--- src/sv/gnid_pkg.sv ---
// Package for the grid neighbour ID generator: shared widths, register
// indexes, the queue entry type and the offset tables.
// No dependencies.
package gnid_pkg;

    localparam int ID_W          = 30;
    localparam int TYPE_W        = 5;
    localparam int SIZE_W        = 11;
    localparam int CFG_IDX_W     = 3;
    localparam int AXIS_BITS_DEF = 10;
    localparam int NUM_OFF       = 27;
    localparam int CENTRE        = 13;
    localparam int QUEUE_DEPTH   = 2;

    typedef enum logic [CFG_IDX_W-1:0] {
        REG_SIZE_X = 3'd0,
        REG_SIZE_Y = 3'd1,
        REG_SIZE_Z = 3'd2,
        REG_WRAP_X = 3'd3,
        REG_WRAP_Y = 3'd4,
        REG_WRAP_Z = 3'd5
    } t_reg;

    // One classified cell. Bit 0 of each axis mask is the -1 offset, bit 1 the
    // centre, bit 2 the +1 offset. zp and yp hold the candidate index already
    // scaled by the plane size and the row size.
    typedef struct packed {
        logic [2:0][ID_W-1:0] zp;
        logic [2:0][ID_W-1:0] yp;
        logic [2:0][ID_W-1:0] xs;
        logic [2:0]           mx;
        logic [2:0]           my;
        logic [2:0]           mz;
        logic                 oor;
    } t_cell;

    // Visiting order: position p = dx*9 + dy*3 + dz, each offset coded 0..2.
    localparam logic [1:0] OFF_DX [NUM_OFF] = '{
        2'd0, 2'd0, 2'd0, 2'd0, 2'd0, 2'd0, 2'd0, 2'd0, 2'd0,
        2'd1, 2'd1, 2'd1, 2'd1, 2'd1, 2'd1, 2'd1, 2'd1, 2'd1,
        2'd2, 2'd2, 2'd2, 2'd2, 2'd2, 2'd2, 2'd2, 2'd2, 2'd2};
    localparam logic [1:0] OFF_DY [NUM_OFF] = '{
        2'd0, 2'd0, 2'd0, 2'd1, 2'd1, 2'd1, 2'd2, 2'd2, 2'd2,
        2'd0, 2'd0, 2'd0, 2'd1, 2'd1, 2'd1, 2'd2, 2'd2, 2'd2,
        2'd0, 2'd0, 2'd0, 2'd1, 2'd1, 2'd1, 2'd2, 2'd2, 2'd2};
    localparam logic [1:0] OFF_DZ [NUM_OFF] = '{
        2'd0, 2'd1, 2'd2, 2'd0, 2'd1, 2'd2, 2'd0, 2'd1, 2'd2,
        2'd0, 2'd1, 2'd2, 2'd0, 2'd1, 2'd2, 2'd0, 2'd1, 2'd2,
        2'd0, 2'd1, 2'd2, 2'd0, 2'd1, 2'd2, 2'd0, 2'd1, 2'd2};

    function automatic logic [TYPE_W-1:0] nb_type(input logic [4:0] p);
        return TYPE_W'(OFF_DZ[p]) * TYPE_W'(9) + TYPE_W'(OFF_DY[p]) * TYPE_W'(3)
             + TYPE_W'(OFF_DX[p]);
    endfunction

    function automatic logic [NUM_OFF-1:0] keep_mask(input t_cell c);
        logic [NUM_OFF-1:0] m;
        for (int p = 0; p < NUM_OFF; p++) begin
            m[p] = c.mx[OFF_DX[p]] & c.my[OFF_DY[p]] & c.mz[OFF_DZ[p]] & (p != CENTRE);
        end
        return m;
    endfunction

    function automatic logic [4:0] lowest_set(input logic [NUM_OFF-1:0] m);
        logic [4:0] r;
        logic       f;
        r = '0;
        f = 1'b0;
        for (int i = 0; i < NUM_OFF; i++) begin
            if (!f && m[i]) begin
                r = 5'(i);
                f = 1'b1;
            end
        end
        return r;
    endfunction

endpackage

--- src/sv/gnid_if.sv ---
// Channel interfaces for the grid neighbour ID generator.
// Depends on gnid_pkg for the field widths.
interface gnid_cell_if;
    logic                      valid;
    logic                      ready;
    logic [gnid_pkg::ID_W-1:0] cell_id;
    modport source (output valid, output cell_id, input ready);
    modport sink (input valid, input cell_id, output ready);
endinterface

interface gnid_nbr_if;
    logic                        valid;
    logic                        ready;
    logic [gnid_pkg::ID_W-1:0]   neighbour_id;
    logic [gnid_pkg::TYPE_W-1:0] neighbour_type;
    logic                        neighbour_valid;
    logic                        last_of_cell;
    modport source (output valid, output neighbour_id, output neighbour_type,
                    output neighbour_valid, output last_of_cell, input ready);
    modport sink (input valid, input neighbour_id, input neighbour_type,
                  input neighbour_valid, input last_of_cell, output ready);
endinterface

interface gnid_cfg_if;
    logic                           valid;
    logic                           ready;
    logic [gnid_pkg::CFG_IDX_W-1:0] index;
    logic [gnid_pkg::SIZE_W-1:0]    data;
    modport source (output valid, output index, output data, input ready);
    modport sink (input valid, input index, input data, output ready);
endinterface

--- src/sv/gnid_front.sv ---
// Front end: buffers one cell ID, splits it into x, y, z with a shared
// restoring divider, and builds the scaled neighbour candidates.
// Depends on gnid_pkg and gnid_if.
module gnid_front #(
    parameter int AXIS_BITS = gnid_pkg::AXIS_BITS_DEF
) (
    input  logic                  i_clk,
    input  logic                  i_rst_n,
    gnid_cell_if.sink             i_cell,
    input  logic [AXIS_BITS:0]    i_sx,
    input  logic [AXIS_BITS:0]    i_sy,
    input  logic [AXIS_BITS:0]    i_sz,
    input  logic [2:0]            i_wrap,
    input  logic                  i_full,
    output logic                  o_push,
    output gnid_pkg::t_cell       o_entry
);
    localparam int IW   = gnid_pkg::ID_W;
    localparam int SW   = AXIS_BITS + 1;
    localparam int PW   = 2 * SW;
    localparam int VW   = 3 * SW;
    localparam int Q    = AXIS_BITS;
    localparam int CW   = VW + IW;
    localparam int PRW  = Q + PW;
    localparam int CNTW = $clog2(Q + 1);

    typedef enum logic [4:0] {
        F_IDLE = 5'b00001,
        F_DIVZ = 5'b00010,
        F_DIVY = 5'b00100,
        F_MUL  = 5'b01000,
        F_PUSH = 5'b10000
    } t_fstate;

    t_fstate         r_state, n_state;
    logic            r_ib_full, n_ib_full;
    logic [IW-1:0]   r_ib_id;
    logic [PW-1:0]   r_plane;
    logic [VW-1:0]   r_vol;
    logic [IW-1:0]   r_rem, n_rem;
    logic [CW-1:0]   r_dsh, n_dsh;
    logic [Q-1:0]    r_q, n_q;
    logic [CNTW-1:0] r_cnt, n_cnt;
    logic [Q-1:0]    r_x, n_x, r_y, n_y, r_z, n_z;
    logic            r_oor, n_oor;
    logic [1:0]      r_k, n_k;
    logic [2:0][IW-1:0] r_zp, n_zp, r_yp, n_yp;

    logic          ge;
    logic [IW-1:0] rem_step;
    logic [Q-1:0]  q_step;
    logic [Q-1:0]  cx [3];
    logic [Q-1:0]  cy [3];
    logic [Q-1:0]  cz [3];
    logic [2:0]    mx, my, mz;

    function automatic void axis_cand(input logic [Q-1:0] idx, input logic [SW-1:0] s,
                                      input logic w, output logic [Q-1:0] lo,
                                      output logic [Q-1:0] hi, output logic [2:0] m);
        logic at_hi;
        at_hi = (SW'(idx) + SW'(1)) >= s;
        lo    = (idx == '0) ? Q'(s - SW'(1)) : idx - Q'(1);
        hi    = at_hi ? '0 : idx + Q'(1);
        m     = {!at_hi || w, 1'b1, (idx != '0) || w};
    endfunction

    assign i_cell.ready = !r_ib_full;

    assign ge       = CW'(r_rem) >= r_dsh;
    assign rem_step = ge ? r_rem - IW'(r_dsh) : r_rem;
    assign q_step   = Q'({r_q, ge});

    always_comb begin
        axis_cand(r_x, i_sx, i_wrap[0], cx[0], cx[2], mx);
        axis_cand(r_y, i_sy, i_wrap[1], cy[0], cy[2], my);
        axis_cand(r_z, i_sz, i_wrap[2], cz[0], cz[2], mz);
        cx[1] = r_x;
        cy[1] = r_y;
        cz[1] = r_z;
    end

    always_comb begin
        n_state   = r_state;
        n_ib_full = r_ib_full;
        n_rem     = r_rem;
        n_dsh     = r_dsh;
        n_q       = r_q;
        n_cnt     = r_cnt;
        n_x       = r_x;
        n_y       = r_y;
        n_z       = r_z;
        n_oor     = r_oor;
        n_k       = r_k;
        n_zp      = r_zp;
        n_yp      = r_yp;
        o_push    = 1'b0;
        if (i_cell.valid && i_cell.ready) begin
            n_ib_full = 1'b1;
        end
        unique case (r_state)
            F_IDLE: begin
                if (r_ib_full) begin
                    n_ib_full = 1'b0;
                    n_rem     = r_ib_id;
                    n_dsh     = CW'(r_plane) << (Q - 1);
                    n_cnt     = '0;
                    n_state   = F_DIVZ;
                end
            end
            F_DIVZ: begin
                // The grid bound is checked in the cycle after setup, so that a size
                // written just before the cell has already reached r_vol.
                if (r_cnt == '0) begin
                    n_oor = CW'(r_rem) >= CW'(r_vol);
                end
                n_rem = rem_step;
                n_q   = q_step;
                n_dsh = r_dsh >> 1;
                n_cnt = r_cnt + CNTW'(1);
                if (r_cnt == CNTW'(Q - 1)) begin
                    n_z     = q_step;
                    n_dsh   = CW'(i_sx) << (Q - 1);
                    n_cnt   = '0;
                    n_state = F_DIVY;
                end
            end
            F_DIVY: begin
                n_rem = rem_step;
                n_q   = q_step;
                n_dsh = r_dsh >> 1;
                n_cnt = r_cnt + CNTW'(1);
                if (r_cnt == CNTW'(Q - 1)) begin
                    n_y     = q_step;
                    n_x     = Q'(rem_step);
                    n_k     = '0;
                    n_state = F_MUL;
                end
            end
            F_MUL: begin
                n_zp[r_k] = IW'(PRW'(cz[r_k]) * PRW'(r_plane));
                n_yp[r_k] = IW'(PRW'(cy[r_k]) * PRW'(i_sx));
                n_k       = r_k + 2'd1;
                if (r_k == 2'd2) begin
                    n_state = F_PUSH;
                end
            end
            F_PUSH: begin
                if (!i_full) begin
                    o_push  = 1'b1;
                    n_state = F_IDLE;
                end
            end
            default: n_state = F_IDLE;
        endcase
    end

    always_comb begin
        o_entry.zp  = r_zp;
        o_entry.yp  = r_yp;
        o_entry.xs  = {IW'(cx[2]), IW'(cx[1]), IW'(cx[0])};
        o_entry.mx  = mx;
        o_entry.my  = my;
        o_entry.mz  = mz;
        o_entry.oor = r_oor;
    end

    always_ff @(posedge i_clk) begin
        if (!i_rst_n) begin
            r_state   <= F_IDLE;
            r_ib_full <= 1'b0;
        end else begin
            r_state   <= n_state;
            r_ib_full <= n_ib_full;
        end
    end

    always_ff @(posedge i_clk) begin
        if (i_cell.valid && i_cell.ready) begin
            r_ib_id <= i_cell.cell_id;
        end
        r_plane <= PW'(i_sx) * PW'(i_sy);
        r_vol   <= VW'(r_plane) * VW'(i_sz);
        r_rem   <= n_rem;
        r_dsh   <= n_dsh;
        r_q     <= n_q;
        r_cnt   <= n_cnt;
        r_x     <= n_x;
        r_y     <= n_y;
        r_z     <= n_z;
        r_oor   <= n_oor;
        r_k     <= n_k;
        r_zp    <= n_zp;
        r_yp    <= n_yp;
    end

endmodule

--- src/sv/gnid_queue.sv ---
// Short queue of classified cells between the front and back ends.
// Depends on gnid_pkg.
module gnid_queue (
    input  logic            i_clk,
    input  logic            i_rst_n,
    input  logic            i_push,
    input  gnid_pkg::t_cell i_entry,
    input  logic            i_pop,
    output logic            o_full,
    output logic            o_empty,
    output gnid_pkg::t_cell o_head
);
    localparam int DEPTH = gnid_pkg::QUEUE_DEPTH;
    localparam int PTRW  = $clog2(DEPTH);
    localparam int CNTW  = $clog2(DEPTH + 1);

    gnid_pkg::t_cell r_mem [DEPTH];
    logic [PTRW-1:0] r_wp, r_rp;
    logic [CNTW-1:0] r_cnt;

    assign o_full  = r_cnt == CNTW'(DEPTH);
    assign o_empty = r_cnt == '0;
    assign o_head  = r_mem[r_rp];

    always_ff @(posedge i_clk) begin
        if (!i_rst_n) begin
            r_wp  <= '0;
            r_rp  <= '0;
            r_cnt <= '0;
        end else begin
            if (i_push) begin
                r_wp <= (r_wp == PTRW'(DEPTH - 1)) ? '0 : r_wp + PTRW'(1);
            end
            if (i_pop) begin
                r_rp <= (r_rp == PTRW'(DEPTH - 1)) ? '0 : r_rp + PTRW'(1);
            end
            r_cnt <= r_cnt + CNTW'(i_push) - CNTW'(i_pop);
        end
    end

    always_ff @(posedge i_clk) begin
        if (i_push) begin
            r_mem[r_wp] <= i_entry;
        end
    end

endmodule

--- src/sv/gnid_back.sv ---
// Back end: walks the kept neighbours of one cell, one per cycle unless the
// output stalls, into the output register. Depends on gnid_pkg and gnid_if.
module gnid_back (
    input  logic            i_clk,
    input  logic            i_rst_n,
    input  logic            i_empty,
    input  gnid_pkg::t_cell i_head,
    output logic            o_pop,
    gnid_nbr_if.source      o_nbr
);
    localparam int IW = gnid_pkg::ID_W;
    localparam int TW = gnid_pkg::TYPE_W;
    localparam int NO = gnid_pkg::NUM_OFF;

    logic            r_busy;
    gnid_pkg::t_cell r_e;
    logic [NO-1:0]   r_m;
    logic            r_ov;
    logic [IW-1:0]   r_nid;
    logic [TW-1:0]   r_ntype;
    logic            r_nvalid;
    logic            r_last;

    gnid_pkg::t_cell cur_e;
    logic [NO-1:0]   cur_m, new_m;
    logic [4:0]      p;
    logic            have, fire, any, last;
    logic [IW-1:0]   nid;

    assign cur_e = r_busy ? r_e : i_head;
    assign cur_m = r_busy ? r_m : (gnid_pkg::keep_mask(i_head) & {NO{!i_head.oor}});
    assign have  = r_busy || !i_empty;
    assign fire  = have && (!r_ov || o_nbr.ready);
    assign p     = gnid_pkg::lowest_set(cur_m);
    assign any   = |cur_m;
    assign new_m = cur_m & ~(NO'(1) << p);
    assign last  = !any || (new_m == '0);
    assign nid   = cur_e.zp[gnid_pkg::OFF_DZ[p]] + cur_e.yp[gnid_pkg::OFF_DY[p]]
                 + cur_e.xs[gnid_pkg::OFF_DX[p]];
    assign o_pop = fire && !r_busy;

    assign o_nbr.valid           = r_ov;
    assign o_nbr.neighbour_id    = r_nid;
    assign o_nbr.neighbour_type  = r_ntype;
    assign o_nbr.neighbour_valid = r_nvalid;
    assign o_nbr.last_of_cell    = r_last;

    always_ff @(posedge i_clk) begin
        if (!i_rst_n) begin
            r_busy <= 1'b0;
            r_ov   <= 1'b0;
        end else if (fire) begin
            r_busy <= !last;
            r_ov   <= 1'b1;
        end else if (o_nbr.ready) begin
            r_ov   <= 1'b0;
        end
    end

    always_ff @(posedge i_clk) begin
        if (fire) begin
            r_e      <= cur_e;
            r_m      <= new_m;
            r_nid    <= any ? nid : '0;
            r_ntype  <= any ? gnid_pkg::nb_type(p) : '0;
            r_nvalid <= any;
            r_last   <= last;
        end
    end

endmodule

--- src/sv/grid_neighbour_id_generator.sv ---
// Top level of the grid neighbour ID generator: configuration registers, front end,
// queue and back end. Depends on gnid_pkg, gnid_if, gnid_front, gnid_queue, gnid_back.
//
// Usage: i_cell carries one linear cell ID per transaction. For each cell,
// o_nbr returns every kept neighbour of the 26 around it (x offset outermost,
// z innermost), each with its linear ID and offset code, and marks the final
// one with last_of_cell. A cell outside the grid, or one with no neighbour
// kept, yields a single result with neighbour_valid low.
// i_cfg writes the sizes and wrap bits and is always ready; it must be written by
// the user only while the block is idle, which the block itself does not enforce.
// Reset sets all sizes to 1 and clears the wrap bits. An accepted cell passes the
// input buffer, the front end states F_DIVZ, F_DIVY, F_MUL and F_PUSH, the queue
// and the output register; the divider runs AXIS_BITS steps for z and AXIS_BITS
// steps for y. A cell yields at most 26 results. A one-entry input buffer and a
// two-entry queue let the next cells be taken while results drain. When the
// receiver stalls, the output register holds its result, the back end waits,
// and the queue and input fill up.
module grid_neighbour_id_generator #(
    parameter int AXIS_BITS = gnid_pkg::AXIS_BITS_DEF
) (
    input  logic       i_clk,
    input  logic       i_rst_n,
    gnid_cell_if.sink  i_cell,
    gnid_nbr_if.source o_nbr,
    gnid_cfg_if.sink   i_cfg
);
    localparam int SZW = gnid_pkg::SIZE_W;
    localparam int SW  = AXIS_BITS + 1;
    localparam int CLW = (SZW > SW) ? SZW : SW;

    logic [SZW-1:0]  r_size_x, r_size_y, r_size_z;
    logic [2:0]      r_wrap;
    logic [SW-1:0]   sx, sy, sz;
    logic            push, pop, full, empty;
    gnid_pkg::t_cell entry, head;

    function automatic logic [SW-1:0] clamp(input logic [SZW-1:0] v);
        logic [CLW-1:0] e;
        e = CLW'(v);
        if (e == '0) begin
            e = CLW'(1);
        end else if (e > (CLW'(1) << AXIS_BITS)) begin
            e = CLW'(1) << AXIS_BITS;
        end
        return SW'(e);
    endfunction

    assign i_cfg.ready = 1'b1;
    assign sx = clamp(r_size_x);
    assign sy = clamp(r_size_y);
    assign sz = clamp(r_size_z);

    always_ff @(posedge i_clk) begin
        if (!i_rst_n) begin
            r_size_x <= SZW'(1);
            r_size_y <= SZW'(1);
            r_size_z <= SZW'(1);
            r_wrap   <= '0;
        end else if (i_cfg.valid && i_cfg.ready) begin
            case (i_cfg.index)
                gnid_pkg::REG_SIZE_X: r_size_x  <= i_cfg.data;
                gnid_pkg::REG_SIZE_Y: r_size_y  <= i_cfg.data;
                gnid_pkg::REG_SIZE_Z: r_size_z  <= i_cfg.data;
                gnid_pkg::REG_WRAP_X: r_wrap[0] <= i_cfg.data[0];
                gnid_pkg::REG_WRAP_Y: r_wrap[1] <= i_cfg.data[0];
                gnid_pkg::REG_WRAP_Z: r_wrap[2] <= i_cfg.data[0];
                default: ;
            endcase
        end
    end

    gnid_front #(.AXIS_BITS(AXIS_BITS)) u_front (
        .i_clk   (i_clk),
        .i_rst_n (i_rst_n),
        .i_cell  (i_cell),
        .i_sx    (sx),
        .i_sy    (sy),
        .i_sz    (sz),
        .i_wrap  (r_wrap),
        .i_full  (full),
        .o_push  (push),
        .o_entry (entry)
    );

    gnid_queue u_queue (
        .i_clk   (i_clk),
        .i_rst_n (i_rst_n),
        .i_push  (push),
        .i_entry (entry),
        .i_pop   (pop),
        .o_full  (full),
        .o_empty (empty),
        .o_head  (head)
    );

    gnid_back u_back (
        .i_clk   (i_clk),
        .i_rst_n (i_rst_n),
        .i_empty (empty),
        .i_head  (head),
        .o_pop   (pop),
        .o_nbr   (o_nbr)
    );

endmodule

--- src/flat_wrapper.sv ---
// flat-port wrapper written by rule: the top's interface ports become plain ports
module grid_neighbour_id_generator_flat 
#(
    parameter int AXIS_BITS = gnid_pkg::AXIS_BITS_DEF
)
  (i_clk, i_rst_n, i_cell_valid, i_cell_cell_id, i_cell_ready, o_nbr_valid, o_nbr_neighbour_id, o_nbr_neighbour_type, o_nbr_neighbour_valid, o_nbr_last_of_cell, o_nbr_ready, i_cfg_valid, i_cfg_index, i_cfg_data, i_cfg_ready);
  gnid_cell_if i_cell_i ();
  gnid_nbr_if o_nbr_i ();
  gnid_cfg_if i_cfg_i ();
  input  logic i_clk;
  input  logic i_rst_n;
  input wire logic [$bits(i_cell_i.valid)-1:0] i_cell_valid;
  input wire logic [$bits(i_cell_i.cell_id)-1:0] i_cell_cell_id;
  output wire logic [$bits(i_cell_i.ready)-1:0] i_cell_ready;
  output wire logic [$bits(o_nbr_i.valid)-1:0] o_nbr_valid;
  output wire logic [$bits(o_nbr_i.neighbour_id)-1:0] o_nbr_neighbour_id;
  output wire logic [$bits(o_nbr_i.neighbour_type)-1:0] o_nbr_neighbour_type;
  output wire logic [$bits(o_nbr_i.neighbour_valid)-1:0] o_nbr_neighbour_valid;
  output wire logic [$bits(o_nbr_i.last_of_cell)-1:0] o_nbr_last_of_cell;
  input wire logic [$bits(o_nbr_i.ready)-1:0] o_nbr_ready;
  input wire logic [$bits(i_cfg_i.valid)-1:0] i_cfg_valid;
  input wire logic [$bits(i_cfg_i.index)-1:0] i_cfg_index;
  input wire logic [$bits(i_cfg_i.data)-1:0] i_cfg_data;
  output wire logic [$bits(i_cfg_i.ready)-1:0] i_cfg_ready;
  assign i_cell_i.valid = i_cell_valid;
  assign i_cell_i.cell_id = i_cell_cell_id;
  assign i_cell_ready = i_cell_i.ready;
  assign o_nbr_valid = o_nbr_i.valid;
  assign o_nbr_neighbour_id = o_nbr_i.neighbour_id;
  assign o_nbr_neighbour_type = o_nbr_i.neighbour_type;
  assign o_nbr_neighbour_valid = o_nbr_i.neighbour_valid;
  assign o_nbr_last_of_cell = o_nbr_i.last_of_cell;
  assign o_nbr_i.ready = o_nbr_ready;
  assign i_cfg_i.valid = i_cfg_valid;
  assign i_cfg_i.index = i_cfg_index;
  assign i_cfg_i.data = i_cfg_data;
  assign i_cfg_ready = i_cfg_i.ready;
  grid_neighbour_id_generator #(.AXIS_BITS(AXIS_BITS)) u_core (.i_clk(i_clk), .i_rst_n(i_rst_n), .i_cell(i_cell_i), .o_nbr(o_nbr_i), .i_cfg(i_cfg_i));
endmodule
--- config.mk ---
export PLATFORM = sky130hd
export DESIGN_NAME = grid_neighbour_id_generator_flat
export DESIGN_NICKNAME = d
export VERILOG_FILES = /design/src/sv/gnid_pkg.sv /design/src/sv/gnid_if.sv /design/src/sv/gnid_front.sv /design/src/sv/gnid_queue.sv /design/src/sv/gnid_back.sv /design/src/sv/grid_neighbour_id_generator.sv /design/src/flat_wrapper.sv
export SDC_FILE = /design/constraint.sdc
export NUM_CORES = 2
export LEC_CHECK = 0
export ABC_AREA = 1
export ABC_CLOCK_PERIOD_IN_PS = 31200
export BUFFER_PORTS_ARGS = -buffer_cell sky130_fd_sc_hd__buf_2
export CAP_MARGIN = 20
export CORE_ASPECT_RATIO = 0.8
export CORE_MARGIN = 2
export CORE_UTILIZATION = 60
export DETAILED_ROUTE_END_ITERATION = 8
export PLACE_DENSITY_LB_ADDON = 0.05
export SLEW_MARGIN = 20
export SYNTH_ARGS = -nofsm -noshare
export SYNTH_HDL_FRONTEND = slang
export SYNTH_SLANG_ARGS = --single-unit
--- constraint.sdc ---
create_clock -name i_clk -period 31.2 [get_ports i_clk]
set_clock_uncertainty 0.15 [all_clocks]
set_input_delay 3.12 -clock i_clk [delete_from_list [all_inputs] [get_ports i_clk]]
set_output_delay 3.12 -clock i_clk [all_outputs]
set_load 0.05 [all_outputs]
==> reports/metrics.cfg <==
[critical_path]
crit_fanout=24
r2r_start=u_core.r_size_z[10]
cpMostUsedCell=nand2_1
cp_slowest_cell=dfxtp_1
cp_top_family=adder cells
arrival_ns=11.29
critPathLaunch=u_core.r_size_z[10]
start_kind=register
end_kind=register
worstSetupPathType=register to register
critical_path_buf_inv_count=7
max_stage_delay_ns=0.99
required_ns=31.57

[routing]
drt-wirelength-per-cell_um=21.6
first_pass_iters=6
drt-initial-drc-count=5033
vias=48800
viasPerCell=5.74
drc_errors=0
finalWirelength_um=184000
drtAntennaViolNets=0

[synth]
synth_fp_nets=7840
yosysWarnings=0
synth_cell_type_count=65
synth_largest_area_cell=edfxtp_1
async_reset_ff_share_pct=0
avgSynthCellArea_um2=10.1
netlist_area_um2=69300
synth_flop_cell=edfxtp_1
synth_top_area_share_pct=43.5
synth.area.top_cells=edfxtp_1 (43%), fa_1 (15%), ha_1 (7.0%)
ys_ff_latch=1108
synth_seq_area_share_pct=46.5
syn_inst=6880
synth_edf_count=1004

[worst_hold_path]
hp-class=register to register
hold_start=u_core.u_front.o_entry[222]

[sta]
drv_slew=0
min_period_ns=10.92
slew_headroom_pct=27.5
fmax_mhz=91.6
hold_viol_final=0
rsz0062_at_grt=false
tightest_slew_ns=1.09
tns_ns=0
holdWs_ns=0.258
fin_crit_sh_pct=35.0
setup_viol=0

[clock_tree]
clk_latency_ns=0.73
cts.sinks=1108
clkTransAtPathRegs_ns=0.06
clockRootBuffer=clkbuf_16
clk_path_buf_depth=3
ctsResizeCount=0
cts_made_buffers=107
cts_tree=done
cts_hold_buffers=0
cts_setup_buffers=0
cts-htree-levels=3

[die]
rows=111
ioPinCount=89
die_width_um=384
die_h_um=308
coreArea_um2=115000
start_util_pct=60.5
dieArea_um2=118000

[global_route]
grt_antenna_before_repair=1
grt_usage_pct=31.7
grt_max_degree=168
grt_pass1_wl_um=285000
grt_pass1_vias=48600
overflow=0

[final_layout]
final_common_cell=nand2_1
fin_nets=7851
layout_common_cells=nand2_1 (1236), inv_1 (1034), edfxtp_1 (1004), nor2_1 (716), a21oi_1 (662)
insertedDiodeCount=0
drive_gt1_share_pct=6.02
postLayoutCoreUtil_pct=65.3
n_fill_cell=9202
syn2layout_area_growth_pct=7.91
final_area_um2=74800

[placement]
routabilityCongestion=0.944
dpl_cell_area_um2=71300
dp_hpwl_um=129000
io_buffers=87

[run]
drv_cap=0

[outcome]
status=complete, no violations

## synth_stat cells, types with 12 or more instances
library cell,count
xnor2_1,45
buf_2,13
o21ai_0,221
nand3_1,99
o21a_1,13
a211oi_1,12
clkinv_1,25
o21ai_1,23
nor4_1,24
o22ai_1,37
edfxtp_1,1004
nand2_2,16
nor2_1,725
inv_2,19
a21oi_1,663
a21boi_0,12
o31ai_1,14
nand2_1,1237
o221ai_1,16
nand4_1,48
o211ai_1,24
inv_1,1035
o21bai_1,23
nor3_1,34
clkbuf_1,213
ha_1,390
a31oi_1,29
or2_2,14
fa_1,521
dfxtp_1,104
buf_1,20
xor2_1,120
## cells by family (layout without fill, tap and decap cells)
group	count (synthesis)	after routing	synth area share, %
buf+inv	1337	1439	7.36
xor+xnor	165	165	2.08
simple gates	2231	2231	13.0
other cells	1	1	0.00541
flops	1108	1108	46.5
fa+ha+maj	911	911	22.1
compound gates	1127	1127	8.97
## stage by stage
| step | cells | worst slack (ns) |
|---|---|---|
| finish | 8507 | 20.28 |
| CTS | 8507 | 20.44 |
| global route | 8507 | 19.57 |
| global placement | 8307 | 20.70 |
| floorplan | 6880 | 8.87 |
| detailed placement | 8307 | 20.49 |
## layer usage
layer | GRT usage [%] | routed length, um
met3 | 4.84 | 13800
met2 | 49.9 | 84200
met1 | 45.3 | 79100
met5 | 0 | 0
met4 | 10.7 | 6790
## final cells by class
class / instances / area (um^2) / area share [%]
flip-flops and latches: 1108 / 32200 / 43.1
clock inverters: 71 / 607 / 0.811
inverters: 1079 / 4060 / 5.43
well taps: 1525 / 1910 / 2.55
clock buffers: 129 / 2890 / 3.86
repair buffers: 160 / 1030 / 1.38
multi-input cells: 4435 / 32100 / 42.9
## final timing paths
kind,to,slack (ns),cells after the start
worst min register to register,u_core.u_queue.r_mem[0][159],0.26,0
worst min-delay path,u_core.u_queue.r_mem[0][159],0.26,0
worst max-delay path,u_core.u_front.o_entry[279],20.28,42
worst max register to register,u_core.u_front.o_entry[279],20.28,42
## worst reg2reg max path: cells and delay by family (launching register included)
family	cells	cell delay, ns
fa+ha+maj	7	2.97
compound gates	12	2.71
simple gates	15	2.33
buf+inv	7	1.33
flops	1	0.99
xor+xnor	1	0.25
## registers in the layout (all words and copies together), names as in the netlist, 9 cells and up, named ones only
register / count
u_core.u_queue.r_mem: 380
u_core.u_back.r_e: 270
u_core.u_front.r_vol: 33
u_core.r_size_y: 11
u_core.u_front.o_entry: 153
u_core.r_size_x: 11
u_core.u_front.r_rem: 30
u_core.u_front.r_dsh: 31
u_core.u_front.r_z: 10
u_core.u_front.r_x: 10
u_core.u_front.r_ib_id: 30
u_core.u_back.o_nbr.neighbour_id: 30
u_core.u_front.r_plane: 22
u_core.u_front.r_q: 9
u_core.u_back.r_m: 27
u_core.u_front.r_y: 10
u_core.r_size_z: 11
Power is left out: the tool's default activity adds up to more than one toggle a clock period on the data nets, which glitch-free logic cannot reach.
